[src/design/wcas_pkg.sv]
package wcas_pkg;

    // block configuration
    localparam int WINDOW     = 60;
    localparam int COUNT_BITS = 16;

    // field widths
    localparam int SNAP_W     = 48;
    localparam int COUNT_W    = 16;
    localparam int FACTOR_W   = 16;
    localparam int DELTA_W    = 32;
    localparam int CFG_IDX_W  = 2;
    localparam int CFG_DATA_W = 16;

    // derived widths
    localparam int SUM_W     = DELTA_W + $clog2(WINDOW);
    localparam int FILL_W    = $clog2(WINDOW + 1);
    localparam int PTR_W     = (WINDOW > 1) ? $clog2(WINDOW) : 1;
    localparam int DIV_CNT_W = $clog2(SUM_W);
    localparam int PROD_W    = COUNT_W + FACTOR_W;
    localparam int AN_W      = COUNT_W + FILL_W;

    // constants
    localparam logic [COUNT_W-1:0] WORKER_LIMIT = (COUNT_BITS >= COUNT_W) ? '1 :
        COUNT_W'((64'd1 << COUNT_BITS) - 64'd1);
    localparam logic [COUNT_W-1:0]  IDLE_FLOOR  = COUNT_W'(10);
    localparam logic [FACTOR_W-1:0] UP_RESET    = FACTOR_W'(512);
    localparam logic [FACTOR_W-1:0] DOWN_RESET  = FACTOR_W'(128);

    // configuration register indexes
    typedef enum logic [CFG_IDX_W-1:0] {
        CFG_SCALE_UP   = 2'd0,
        CFG_SCALE_DOWN = 2'd1
    } t_cfg_idx;

    // channel payloads
    typedef struct packed {
        logic [SNAP_W-1:0]  total_ops_snapshot;
        logic [COUNT_W-1:0] active_count;
    } t_in_beat;

    typedef struct packed {
        logic [COUNT_W-1:0] target_count;
        logic               target_changed;
        logic [COUNT_W-1:0] spawn_count;
    } t_out_beat;

    // controller states
    typedef enum logic [2:0] {
        S_IDLE,
        S_UPDATE,
        S_PREP,
        S_DIV,
        S_DECIDE,
        S_DONE
    } t_state;

    // controller to datapath
    typedef struct packed {
        logic load;
        logic update;
        logic prep;
        logic div_step;
        logic decide;
        logic emit;
    } t_cmd;

    // datapath to controller
    typedef struct packed {
        logic div_last;
        logic out_free;
    } t_status;

endpackage

[src/design/wcas_in_if.sv]
interface wcas_in_if;
    import wcas_pkg::*;

    logic     valid;
    logic     ready;
    t_in_beat data;

    modport source (output valid, output data, input ready);
    modport sink (input valid, input data, output ready);
endinterface

[src/design/wcas_out_if.sv]
interface wcas_out_if;
    import wcas_pkg::*;

    logic      valid;
    logic      ready;
    t_out_beat data;

    modport source (output valid, output data, input ready);
    modport sink (input valid, input data, output ready);
endinterface

[src/design/wcas_ram.sv]
module wcas_ram #(
    parameter int WIDTH  = 32,
    parameter int DEPTH  = 64,
    parameter int ADDR_W = (DEPTH > 1) ? $clog2(DEPTH) : 1
) (
    input  logic              i_clk,
    input  logic              i_we,
    input  logic [ADDR_W-1:0] i_waddr,
    input  logic [WIDTH-1:0]  i_wdata,
    input  logic              i_re,
    input  logic [ADDR_W-1:0] i_raddr,
    output logic [WIDTH-1:0]  o_rdata
);

    logic [WIDTH-1:0] r_mem [DEPTH];
    logic [WIDTH-1:0] r_rdata;

    // write port
    always_ff @(posedge i_clk) begin
        if (i_we) begin
            r_mem[i_waddr] <= i_wdata;
        end
    end

    // registered read port
    always_ff @(posedge i_clk) begin
        if (i_re) begin
            r_rdata <= r_mem[i_raddr];
        end
    end

    assign o_rdata = r_rdata;

endmodule

[src/design/wcas_ctrl.sv]
module wcas_ctrl (
    input  logic             i_clk,
    input  logic             i_rst_n,
    input  logic             i_in_valid,
    output logic             o_in_ready,
    input  wcas_pkg::t_status i_status,
    output wcas_pkg::t_cmd   o_cmd
);
    import wcas_pkg::*;

    t_state r_state;
    t_state n_state;

    // state register
    always_ff @(posedge i_clk) begin
        if (!i_rst_n) begin
            r_state <= S_IDLE;
        end else begin
            r_state <= n_state;
        end
    end

    // next state
    always_comb begin
        n_state = r_state;
        case (r_state)
            S_IDLE: begin
                if (i_in_valid) begin
                    n_state = S_UPDATE;
                end
            end
            S_UPDATE: n_state = S_PREP;
            S_PREP:   n_state = S_DIV;
            S_DIV: begin
                if (i_status.div_last) begin
                    n_state = S_DECIDE;
                end
            end
            S_DECIDE: n_state = S_DONE;
            S_DONE: begin
                if (i_status.out_free) begin
                    n_state = S_IDLE;
                end
            end
            default: n_state = S_IDLE;
        endcase
    end

    // outputs
    always_comb begin
        o_in_ready = 1'b0;
        o_cmd      = '0;
        case (r_state)
            S_IDLE: begin
                o_in_ready = 1'b1;
                o_cmd.load = i_in_valid;
            end
            S_UPDATE: o_cmd.update   = 1'b1;
            S_PREP:   o_cmd.prep     = 1'b1;
            S_DIV:    o_cmd.div_step = 1'b1;
            S_DECIDE: o_cmd.decide   = 1'b1;
            S_DONE:   o_cmd.emit     = i_status.out_free;
            default: begin
                o_in_ready = 1'b0;
            end
        endcase
    end

endmodule

[src/design/wcas_datapath.sv]
module wcas_datapath (
    input  logic                             i_clk,
    input  logic                             i_rst_n,
    input  wcas_pkg::t_cmd                   i_cmd,
    output wcas_pkg::t_status                o_status,
    input  wcas_pkg::t_in_beat               i_in_data,
    output logic                             o_out_valid,
    input  logic                             i_out_ready,
    output wcas_pkg::t_out_beat              o_out_data,
    input  logic                             i_cfg_we,
    input  logic [wcas_pkg::CFG_IDX_W-1:0]   i_cfg_index,
    input  logic [wcas_pkg::CFG_DATA_W-1:0]  i_cfg_data
);
    import wcas_pkg::*;

    logic [FACTOR_W-1:0] r_up_factor;
    logic [FACTOR_W-1:0] r_down_factor;
    logic [SNAP_W-1:0]   r_prev_total;
    logic [DELTA_W-1:0]  r_delta;
    logic [COUNT_W-1:0]  r_active;
    logic [SUM_W-1:0]    r_sum;
    logic [FILL_W-1:0]   r_fill;
    logic [PTR_W-1:0]    r_ptr;
    logic [COUNT_W-1:0]  r_target;
    logic [COUNT_W-1:0]  r_desired;
    logic [AN_W-1:0]     r_prod_an;
    logic [SUM_W+1:0]    r_sum3;
    logic [PROD_W-1:0]   r_prod_up;
    logic [PROD_W-1:0]   r_prod_dn;
    logic [SUM_W-1:0]    r_quo;
    logic [FILL_W-1:0]   r_rem;
    logic [DIV_CNT_W-1:0] r_div_cnt;
    logic                r_lt_one;
    logic                r_go_up;
    logic                r_go_dn;
    logic                r_out_valid;
    t_out_beat           r_out_data;

    logic [SNAP_W-1:0]   n_delta_full;
    logic [DELTA_W-1:0]  n_delta;
    logic [DELTA_W-1:0]  ram_rdata;
    logic                win_full;
    logic [SUM_W-1:0]    n_sum_base;
    logic [FILL_W:0]     rem_shift;
    logic                div_ge;
    logic [FILL_W:0]     rem_sub;
    logic [PROD_W:0]     sc_up_full;
    logic [PROD_W:0]     sc_dn_full;
    logic [SUM_W-1:0]    sc_up;
    logic [SUM_W-1:0]    sc_dn;
    logic [SUM_W-1:0]    cand;
    logic [COUNT_W-1:0]  n_desired;
    logic                n_changed;
    logic [COUNT_W-1:0]  n_spawn;

    // configuration registers
    always_ff @(posedge i_clk) begin
        if (!i_rst_n) begin
            r_up_factor   <= UP_RESET;
            r_down_factor <= DOWN_RESET;
        end else if (i_cfg_we) begin
            case (i_cfg_index)
                CFG_SCALE_UP:   r_up_factor   <= i_cfg_data[FACTOR_W-1:0];
                CFG_SCALE_DOWN: r_down_factor <= i_cfg_data[FACTOR_W-1:0];
                default: begin
                    r_up_factor <= r_up_factor;
                end
            endcase
        end
    end

    // counter delta, saturated to the window sample width
    always_comb begin
        n_delta_full = i_in_data.total_ops_snapshot - r_prev_total;
        n_delta = (|n_delta_full[SNAP_W-1:DELTA_W]) ? '1 : n_delta_full[DELTA_W-1:0];
    end

    // delta window storage
    wcas_ram #(
        .WIDTH (DELTA_W),
        .DEPTH (WINDOW)
    ) u_window (
        .i_clk   (i_clk),
        .i_we    (i_cmd.update),
        .i_waddr (r_ptr),
        .i_wdata (r_delta),
        .i_re    (i_cmd.load),
        .i_raddr (r_ptr),
        .o_rdata (ram_rdata)
    );

    assign win_full   = (r_fill == FILL_W'(WINDOW));
    assign n_sum_base = win_full ? (r_sum - SUM_W'(ram_rdata)) : r_sum;

    // window state
    always_ff @(posedge i_clk) begin
        if (!i_rst_n) begin
            r_prev_total <= '0;
            r_sum        <= '0;
            r_fill       <= '0;
            r_ptr        <= '0;
        end else begin
            if (i_cmd.load) begin
                r_prev_total <= i_in_data.total_ops_snapshot;
            end
            if (i_cmd.update) begin
                r_sum <= n_sum_base + SUM_W'(r_delta);
                r_ptr <= (r_ptr == PTR_W'(WINDOW - 1)) ? '0 : r_ptr + PTR_W'(1);
                if (!win_full) begin
                    r_fill <= r_fill + FILL_W'(1);
                end
            end
        end
    end

    // beat capture
    always_ff @(posedge i_clk) begin
        if (i_cmd.load) begin
            r_delta  <= n_delta;
            r_active <= i_in_data.active_count;
        end
    end

    // products and divider setup
    always_ff @(posedge i_clk) begin
        if (i_cmd.prep) begin
            r_prod_an <= AN_W'(r_active) * AN_W'(r_fill);
            r_sum3    <= (SUM_W+2)'(r_sum) + {1'b0, r_sum, 1'b0};
            r_prod_up <= PROD_W'(r_active) * PROD_W'(r_up_factor);
            r_prod_dn <= PROD_W'(r_active) * PROD_W'(r_down_factor);
        end
    end

    // restoring divider step
    always_comb begin
        rem_shift = {r_rem, r_quo[SUM_W-1]};
        div_ge    = (rem_shift >= {1'b0, r_fill});
        rem_sub   = rem_shift - {1'b0, r_fill};
    end

    always_ff @(posedge i_clk) begin
        if (i_cmd.prep) begin
            r_quo     <= r_sum + SUM_W'(r_fill) - SUM_W'(1);
            r_rem     <= '0;
            r_div_cnt <= '0;
        end else if (i_cmd.div_step) begin
            r_quo     <= {r_quo[SUM_W-2:0], div_ge};
            r_rem     <= div_ge ? rem_sub[FILL_W-1:0] : rem_shift[FILL_W-1:0];
            r_div_cnt <= r_div_cnt + DIV_CNT_W'(1);
        end
    end

    // mean comparisons, held stable across the divide
    always_ff @(posedge i_clk) begin
        if (i_cmd.div_step) begin
            r_lt_one <= (r_sum < SUM_W'(r_fill));
            r_go_up  <= (SUM_W'(r_prod_an) < r_sum);
            r_go_dn  <= ({(SUM_W+1-AN_W)'(0), r_prod_an, 1'b0} > r_sum3);
        end
    end

    // target selection and clamp
    always_comb begin
        sc_up_full = {1'b0, r_prod_up} + (PROD_W+1)'(255);
        sc_dn_full = {1'b0, r_prod_dn} + (PROD_W+1)'(255);
        sc_up      = SUM_W'(sc_up_full[PROD_W:8]);
        sc_dn      = SUM_W'(sc_dn_full[PROD_W:8]);
        if (r_lt_one) begin
            cand = (r_active > IDLE_FLOOR) ? SUM_W'(r_active) : SUM_W'(IDLE_FLOOR);
        end else if (r_go_up) begin
            cand = (sc_up > r_quo) ? sc_up : r_quo;
        end else if (r_go_dn) begin
            cand = (sc_dn > r_quo) ? sc_dn : r_quo;
        end else begin
            cand = SUM_W'(r_active);
        end
        if (cand > SUM_W'(WORKER_LIMIT)) begin
            n_desired = WORKER_LIMIT;
        end else if (cand == '0) begin
            n_desired = COUNT_W'(1);
        end else begin
            n_desired = cand[COUNT_W-1:0];
        end
    end

    always_ff @(posedge i_clk) begin
        if (i_cmd.decide) begin
            r_desired <= n_desired;
        end
    end

    // result fields
    always_comb begin
        n_changed = (r_desired != r_target);
        n_spawn   = (n_changed && (r_active < r_desired)) ? (r_desired - r_active) : '0;
    end

    // current target and output register
    always_ff @(posedge i_clk) begin
        if (!i_rst_n) begin
            r_target    <= COUNT_W'(1);
            r_out_valid <= 1'b0;
        end else begin
            if (i_cmd.emit) begin
                r_target    <= r_desired;
                r_out_valid <= 1'b1;
            end else if (i_out_ready) begin
                r_out_valid <= 1'b0;
            end
        end
    end

    always_ff @(posedge i_clk) begin
        if (i_cmd.emit) begin
            r_out_data.target_count   <= r_desired;
            r_out_data.target_changed <= n_changed;
            r_out_data.spawn_count    <= n_spawn;
        end
    end

    assign o_out_valid       = r_out_valid;
    assign o_out_data        = r_out_data;
    assign o_status.div_last = (r_div_cnt == DIV_CNT_W'(SUM_W - 1));
    assign o_status.out_free = !r_out_valid || i_out_ready;

`ifndef SYNTHESIS
    a_fill_bound: assert property (@(posedge i_clk) disable iff (!i_rst_n)
        r_fill <= FILL_W'(WINDOW))
        else $error("window fill beyond window size");

    a_ptr_bound: assert property (@(posedge i_clk) disable iff (!i_rst_n)
        r_ptr <= PTR_W'(WINDOW - 1))
        else $error("window pointer out of range");

    a_target_range: assert property (@(posedge i_clk) disable iff (!i_rst_n)
        (r_target != '0) && (r_target <= WORKER_LIMIT))
        else $error("current target outside 1 to limit");

    a_emit_result: assert property (@(posedge i_clk) disable iff (!i_rst_n)
        i_cmd.emit |=> r_out_valid && (r_out_data.target_count == r_target))
        else $error("emitted beat does not match new target");
`endif

endmodule

[src/design/worker_count_autoscaler_unit.sv]
// channel  dir  payload                               handshake
// i_in     in   total_ops_snapshot, active_count      valid / ready
// o_out    out  target_count, target_changed, spawn   valid / ready
// i_cfg    in   i_cfg_index, i_cfg_data               i_cfg_we, no wait
//
// an accepted tick runs through update, prep, the 38-step serial
// divider that forms ceil(mean), decide and done before the next
// accept; done registers the result once the output register is free
// the next tick is taken while a finished result waits in the output register
// reset is synchronous, active low; the delta window needs no clearing pass

module worker_count_autoscaler_unit (
    input  logic                            i_clk,
    input  logic                            i_rst_n,
    wcas_in_if.sink                         i_in,
    wcas_out_if.source                      o_out,
    input  logic                            i_cfg_we,
    input  logic [wcas_pkg::CFG_IDX_W-1:0]  i_cfg_index,
    input  logic [wcas_pkg::CFG_DATA_W-1:0] i_cfg_data
);
    import wcas_pkg::*;

    t_cmd    cmd;
    t_status status;
    logic    in_ready;

    // sequencer
    wcas_ctrl u_ctrl (
        .i_clk      (i_clk),
        .i_rst_n    (i_rst_n),
        .i_in_valid (i_in.valid),
        .o_in_ready (in_ready),
        .i_status   (status),
        .o_cmd      (cmd)
    );

    // window, divider and target logic
    wcas_datapath u_datapath (
        .i_clk       (i_clk),
        .i_rst_n     (i_rst_n),
        .i_cmd       (cmd),
        .o_status    (status),
        .i_in_data   (i_in.data),
        .o_out_valid (o_out.valid),
        .i_out_ready (o_out.ready),
        .o_out_data  (o_out.data),
        .i_cfg_we    (i_cfg_we),
        .i_cfg_index (i_cfg_index),
        .i_cfg_data  (i_cfg_data)
    );

    assign i_in.ready = in_ready;

endmodule

[src/flat_wrapper.sv]
// flat-port wrapper written by rule: the top's interface ports become plain ports
module worker_count_autoscaler_unit_flat import wcas_pkg::*;
  (i_clk, i_rst_n, i_cfg_we, i_cfg_index, i_cfg_data, i_in_valid, i_in_data, i_in_ready, o_out_valid, o_out_data, o_out_ready);
  wcas_in_if i_in_i ();
  wcas_out_if o_out_i ();
  input  logic i_clk;
  input  logic i_rst_n;
  input  logic i_cfg_we;
  input  logic [wcas_pkg::CFG_IDX_W-1:0] i_cfg_index;
  input  logic [wcas_pkg::CFG_DATA_W-1:0] i_cfg_data;
  input wire logic [$bits(i_in_i.valid)-1:0] i_in_valid;
  input wire logic [$bits(i_in_i.data)-1:0] i_in_data;
  output wire logic [$bits(i_in_i.ready)-1:0] i_in_ready;
  output wire logic [$bits(o_out_i.valid)-1:0] o_out_valid;
  output wire logic [$bits(o_out_i.data)-1:0] o_out_data;
  input wire logic [$bits(o_out_i.ready)-1:0] o_out_ready;
  assign i_in_i.valid = i_in_valid;
  assign i_in_i.data = i_in_data;
  assign i_in_ready = i_in_i.ready;
  assign o_out_valid = o_out_i.valid;
  assign o_out_data = o_out_i.data;
  assign o_out_i.ready = o_out_ready;
  worker_count_autoscaler_unit u_core (.i_clk(i_clk), .i_rst_n(i_rst_n), .i_in(i_in_i), .o_out(o_out_i), .i_cfg_we(i_cfg_we), .i_cfg_index(i_cfg_index), .i_cfg_data(i_cfg_data));
endmodule
[config.mk]
export PLATFORM = sky130hd
export DESIGN_NAME = worker_count_autoscaler_unit_flat
export DESIGN_NICKNAME = d
export VERILOG_FILES = /design/src/design/wcas_pkg.sv /design/src/design/wcas_in_if.sv /design/src/design/wcas_out_if.sv /design/src/design/wcas_ram.sv /design/src/design/wcas_ctrl.sv /design/src/design/wcas_datapath.sv /design/src/design/worker_count_autoscaler_unit.sv /design/src/flat_wrapper.sv
export SDC_FILE = /design/constraint.sdc
export NUM_CORES = 2
export LEC_CHECK = 0
export BUFFER_PORTS_ARGS = -buffer_cell sky130_fd_sc_hd__buf_2
export CAP_MARGIN = 30
export CORE_AREA = 2 2 457 504
export CTS_CLUSTER_DIAMETER = 40
export DETAILED_ROUTE_END_ITERATION = 7
export DIE_AREA = 0 0 459 506
export GPL_TIMING_DRIVEN = 0
export PLACE_DENSITY = 0.7
export SLEW_MARGIN = 5
export SYNTH_ARGS = -nofsm -noshare
export SYNTH_HDL_FRONTEND = slang
export SYNTH_HIERARCHICAL = 1
export SYNTH_SLANG_ARGS = --single-unit
export TNS_END_PERCENT = 10
[constraint.sdc]
create_clock -name i_clk -period 13.85 [get_ports i_clk]
set_input_delay 4.155 -clock i_clk [delete_from_list [all_inputs] [get_ports i_clk]]
set_output_delay 4.155 -clock i_clk [all_outputs]
set_load 0.01 [all_outputs]
==> summary.md <==
| Metric | Value |
|---|---|
| Status | finished clean |
| CTS clk-pin slew, worst paths | 50 ps |
| Pre-CTS setup slack | 5240 ps |
| Bufs on Longest Clock Path | 4 |
| Post-synth EDFFs | 2216 |
| Design Area, Final | 144000 µm² |
| Initial antenna violation count | 26 |
| Final ANT Viol Nets | 0 |
| Slew Limit Fails | 0 |
| Share of layout cells above drive strength 1 | 0.157 |
| R2r setup slk | 4950 ps |
| P per Cell Area | 143 nW/µm² |
| Hold Path Class | register to register |
| CP Launch Type | register |
| WHS Endpoint | u_core/u_datapath/r_rem[5]$_SDFFE_PP0P_ |
| Hold path start | u_core/u_datapath/r_rem[5]$_SDFFE_PP0P_ |
| Initial drt markers | 8869 |
| Clock root buffer | clkbuf_16 |
| Max Clock Skew | 94.6 ps |
| Num CTS Buffers | between 300 and 400 |
| Share of the synthesized area in the top cell type | 0.536 |
| Num rows | 184 |
| Sequential fraction of design power | 0.397 |
| CTS tree | done |
| Final routed DRC violation total | 0 |
| Gate Count Post-Synth | 8954 |
| Fin crit share | 0.643 |
| Area Overhead vs Synth | 16.0% |
| Wire per inst | 29.3 µm |
| Max FO, Critical Path | 10 |
| Most frequent cells in the layout | edfxtp_1 (2216), nand2_1 (813), inv_1 (775) |
| Logic pwr share | 0.205 |
| Worst-margin pin slew | 1150 ps |
| Sink Count | 2378 |
| Setup CP Type | register to register |
| Final HPWL DP | 275 mm |
| Number of max-cap violations | 0 |
| Placement Cell Area | 133000 µm² |
| Multiplexer share of the synthesized area | 0.0966 |
| Vias | 80314 |
| GR peak layer | met2 |
| Total track usage | 0.324 |
| PnR worst setup slack | 4950 ps |
| Endpoints failing setup | 0 |
| Met2 Usage GRT | 0.529 |
| Hold Buf Count CTS | 0 |
| CORE AREA | 227000 µm² |
| Grt total ovfl | 0 |
| Most common cell after layout, fill and taps aside | edfxtp_1 |
| Hold violation total from the final report | 0 |
| Required @ worst endpoint | 14480 ps |
| Switching share of power | 0.288 |
| Core Util, Final | 0.633 |
| Mean Syn Cell Area | 13.9 µm² |
| RSZ-0062 raised after global routing | no |
| I/O Buffers | 121 |
| Post-synthesis sequential area ratio | 0.562 |
| Die area | 232000 µm² |
| Top post-synthesis cells by area | edfxtp_1 (54%), mux4_2 (8.4%), fa_1 (7.3%) |
| FF-to-FF End | u_core/u_datapath/r_prod_dn[30]$_DFFE_PP_ |
| Compound-gate portion of the synthesized area | 0.0736 |
| Min Tclk post-route | 8900 ps |
| Chip Height | 506 µm |
| Clock share of power | 0.398 |
| Synth Area in XOR/XNOR | 0.0214 |
| Vias in the first global route | around 80000 |
| #FFs+latches synth | 2378 |
| M1 GR Usage | 0.391 |
| DR pass1 iterations | 6 |
| Yosys warning total | 6 |
| Post-CTS setup buffers | 0 |
| Vias per Instance | 6.25 |
| NetSw | 5.93 mW |
| Post_cts resized | 0 |
| Met3 usage | 0.0661 |
| Adder-cell area share of the yosys netlist | 0.132 |
| Cell depth of the worst hold path | 2 |
| Area leader, netlist | edfxtp_1 |
| Synth async-reset ratio | 0 |
| I/O Pins | between 100 and 150 |
| Max-slew headroom | 0.230 |
| Gpl congestion | about 0.97 |
| Final TNS setup | 0 ps |
| Pleak | 52.7 nW |
| Fmax | 112 MHz |
| Cell Area, Synth | 124000 µm² |
| First-pass GRT wire length | between 500 and 600 mm |
| Die X | 459 µm |
| Net count after synthesis | 10075 |
| Synth cell types | 97 |
| CP arrival | 9530 ps |
| Clk_lat worst skew | 970 ps |
| Synth Area in Simple Gates | 0.0755 |
| Endpoint type of the worst setup path | register |
| Largest net degree at the start of global routing | 50 |
| Fin nets | about 11000 |
| Primary FF master, synth | edfxtp_1 |
| VDD IR-drop max | 0.192 mV |
| Largest family of logic cells by synthesized area | adder cells |
| Initial Utilization | 0.546 |
| Post-Route WL | 376 mm |
| Reg2reg start | u_core/u_datapath/r_active[7]$_DFFE_PP_ |
| Int Power | 14.7 mW |
| H-Tree Level Count | 5 |
| Reg2reg path depth | 24 |
[critical path, stage by stage, from the launching register on]
cell and delay, ps:
edfxtp_1 650, clkbuf_1 750, clkbuf_1 840, nand2_1 190, fa_1 580, inv_1 60, fa_1 540, inv_1 60
fa_1 500, inv_1 50, fa_1 490, inv_1 70, fa_1 540, inv_1 80, fa_1 490, ha_1 240
or3_1 330, a211oi_1 350, o311ai_0 250, a21oi_1 450, o21ai_0 280, a21oi_1 360, nor3b_1 100, a31oi_1 200
o211ai_1 150
[cell type report]
| class | count | area [µm²] |
|---|---|---|
| fill | 16298 | 83500 |
| sequential | 2378 | 69800 |
| multi-input combinational | 5367 | 50000 |
| clock buffer | 374 | 8590 |
| timing repair buffer | 322 | 4940 |
| tap | 2976 | 3720 |
| inverter | 780 | 2930 |
| clock inverter | 199 | 2060 |
| buffer | 429 | 1970 |
| antenna | 16 | 40.0 |
[synthesized netlist by cell type (15+ instances only)]
cell / count
dfxtp_1: 162
nor2_1: 458
a21oi_1: 372
edfxtp_1: 2216
buf_1: 28
o21ai_0: 251
xnor2_1: 196
mux2i_1: 144
o211a_1: 23
a221oi_1: 24
nand3_1: 124
nand2_1: 813
inv_1: 775
o21a_1: 60
nor2b_1: 43
nor4_1: 32
nand2b_1: 56
xor2_1: 108
and3_1: 50
buf_2: 56
mux2_2: 15
a22o_1: 27
ha_1: 582
buf_4: 15
or3_1: 27
nand4_1: 60
nor3_1: 75
a31oi_1: 42
mux4_2: 461
a21o_1: 137
o211ai_1: 46
o21ai_1: 29
a22oi_1: 115
o31ai_1: 19
clkbuf_1: 302
o21bai_1: 52
a31o_2: 16
a211oi_1: 39
fa_1: 452
buf_6: 17
and2_1: 197
[metal layers]
metal	routed length, µm	share of wire	vias to the layer above
li1	-	-	34328
met1	133000	0.35	40534
met2	181000	0.48	4349
met3	32900	0.087	1095
met4	29200	0.078	8
met5	55	0.00015	-
[flip-flops by register name, indices dropped and copies added, names as in the netlist, 16 cells and up]
name,count
u_core/u_datapath/o_out_data,33
u_core/u_datapath/r_active,16
u_core/u_datapath/r_quo,38
u_core/u_datapath/r_desired,16
u_core/u_datapath/r_target,16
u_core/u_datapath/r_prod_an,22
u_core/u_datapath/r_prev_total,48
u_core/u_datapath/r_up_factor,16
u_core/u_datapath/r_delta,32
u_core/u_datapath/u_window/r_mem,1920
u_core/u_datapath/r_sum3,40
u_core/u_datapath/r_down_factor,16
u_core/u_datapath/r_prod_dn,32
u_core/u_datapath/r_sum,38
u_core/u_datapath/r_prod_up,32
u_core/u_datapath/u_window/o_rdata,32
[cell families after synthesis]
kind of cell	count (synthesis)
flip-flops	2378
AND/OR/NAND/NOR	2020
AO/OA/AOI/OAI	1389
buffers and inverters	1209
adder cells (fa/ha/maj)	1034
multiplexers	620
XOR/XNOR	304
[how the worst max path moves through the flow]
| stage | from | slack, ps | end | cells past startpoint |
|---|---|---|---|---|
| after floorplan | u_core/u_ctrl/r_state[0]$_SDFFE_PN0P_ | 2550 | u_core/u_datapath/r_quo[0]$_DFFE_PP_ | 4 |
| after global placement | u_core/u_ctrl/r_state[0]$_SDFFE_PN0P_ | -2960 | u_core/u_datapath/r_quo[33]$_DFFE_PP_ | 4 |
| after detailed placement | u_core/u_datapath/r_active[2]$_DFFE_PP_ | 5240 | u_core/u_datapath/r_prod_up[31]$_DFFE_PP_ | 24 |
| after CTS | u_core/u_datapath/r_active[7]$_DFFE_PP_ | 5170 | u_core/u_datapath/r_prod_dn[30]$_DFFE_PP_ | 24 |
| after global routing | u_core/u_datapath/r_active[2]$_DFFE_PP_ | 4790 | u_core/u_datapath/r_prod_up[31]$_DFFE_PP_ | 24 |
| final | u_core/u_datapath/r_active[7]$_DFFE_PP_ | 4950 | u_core/u_datapath/r_prod_dn[30]$_DFFE_PP_ | 24 |
[power groups by stage]
stage,registers [mW],logic [mW],clock network [mW]
final,8.19,4.23,8.20
after global routing,8.20,4.64,8.57
after CTS,8.19,4.20,8.28
after detailed placement,8.33,4.16,0
after global placement,8.38,4.02,0
after floorplan,8.26,3.00,0
[metrics by stage]
stage | hold slack, ps | std cells | power (mW)
after floorplan | 451 | 8954 | 11.3
after global placement | 462 | 12051 | 12.4
after detailed placement | 477 | 12244 | 12.5
after CTS | 484 | 12817 | 20.7
after global routing | 511 | 12835 | 21.4
final | 482 | 12841 | 20.6
Note: power is estimated with default switching activity, not from simulation.
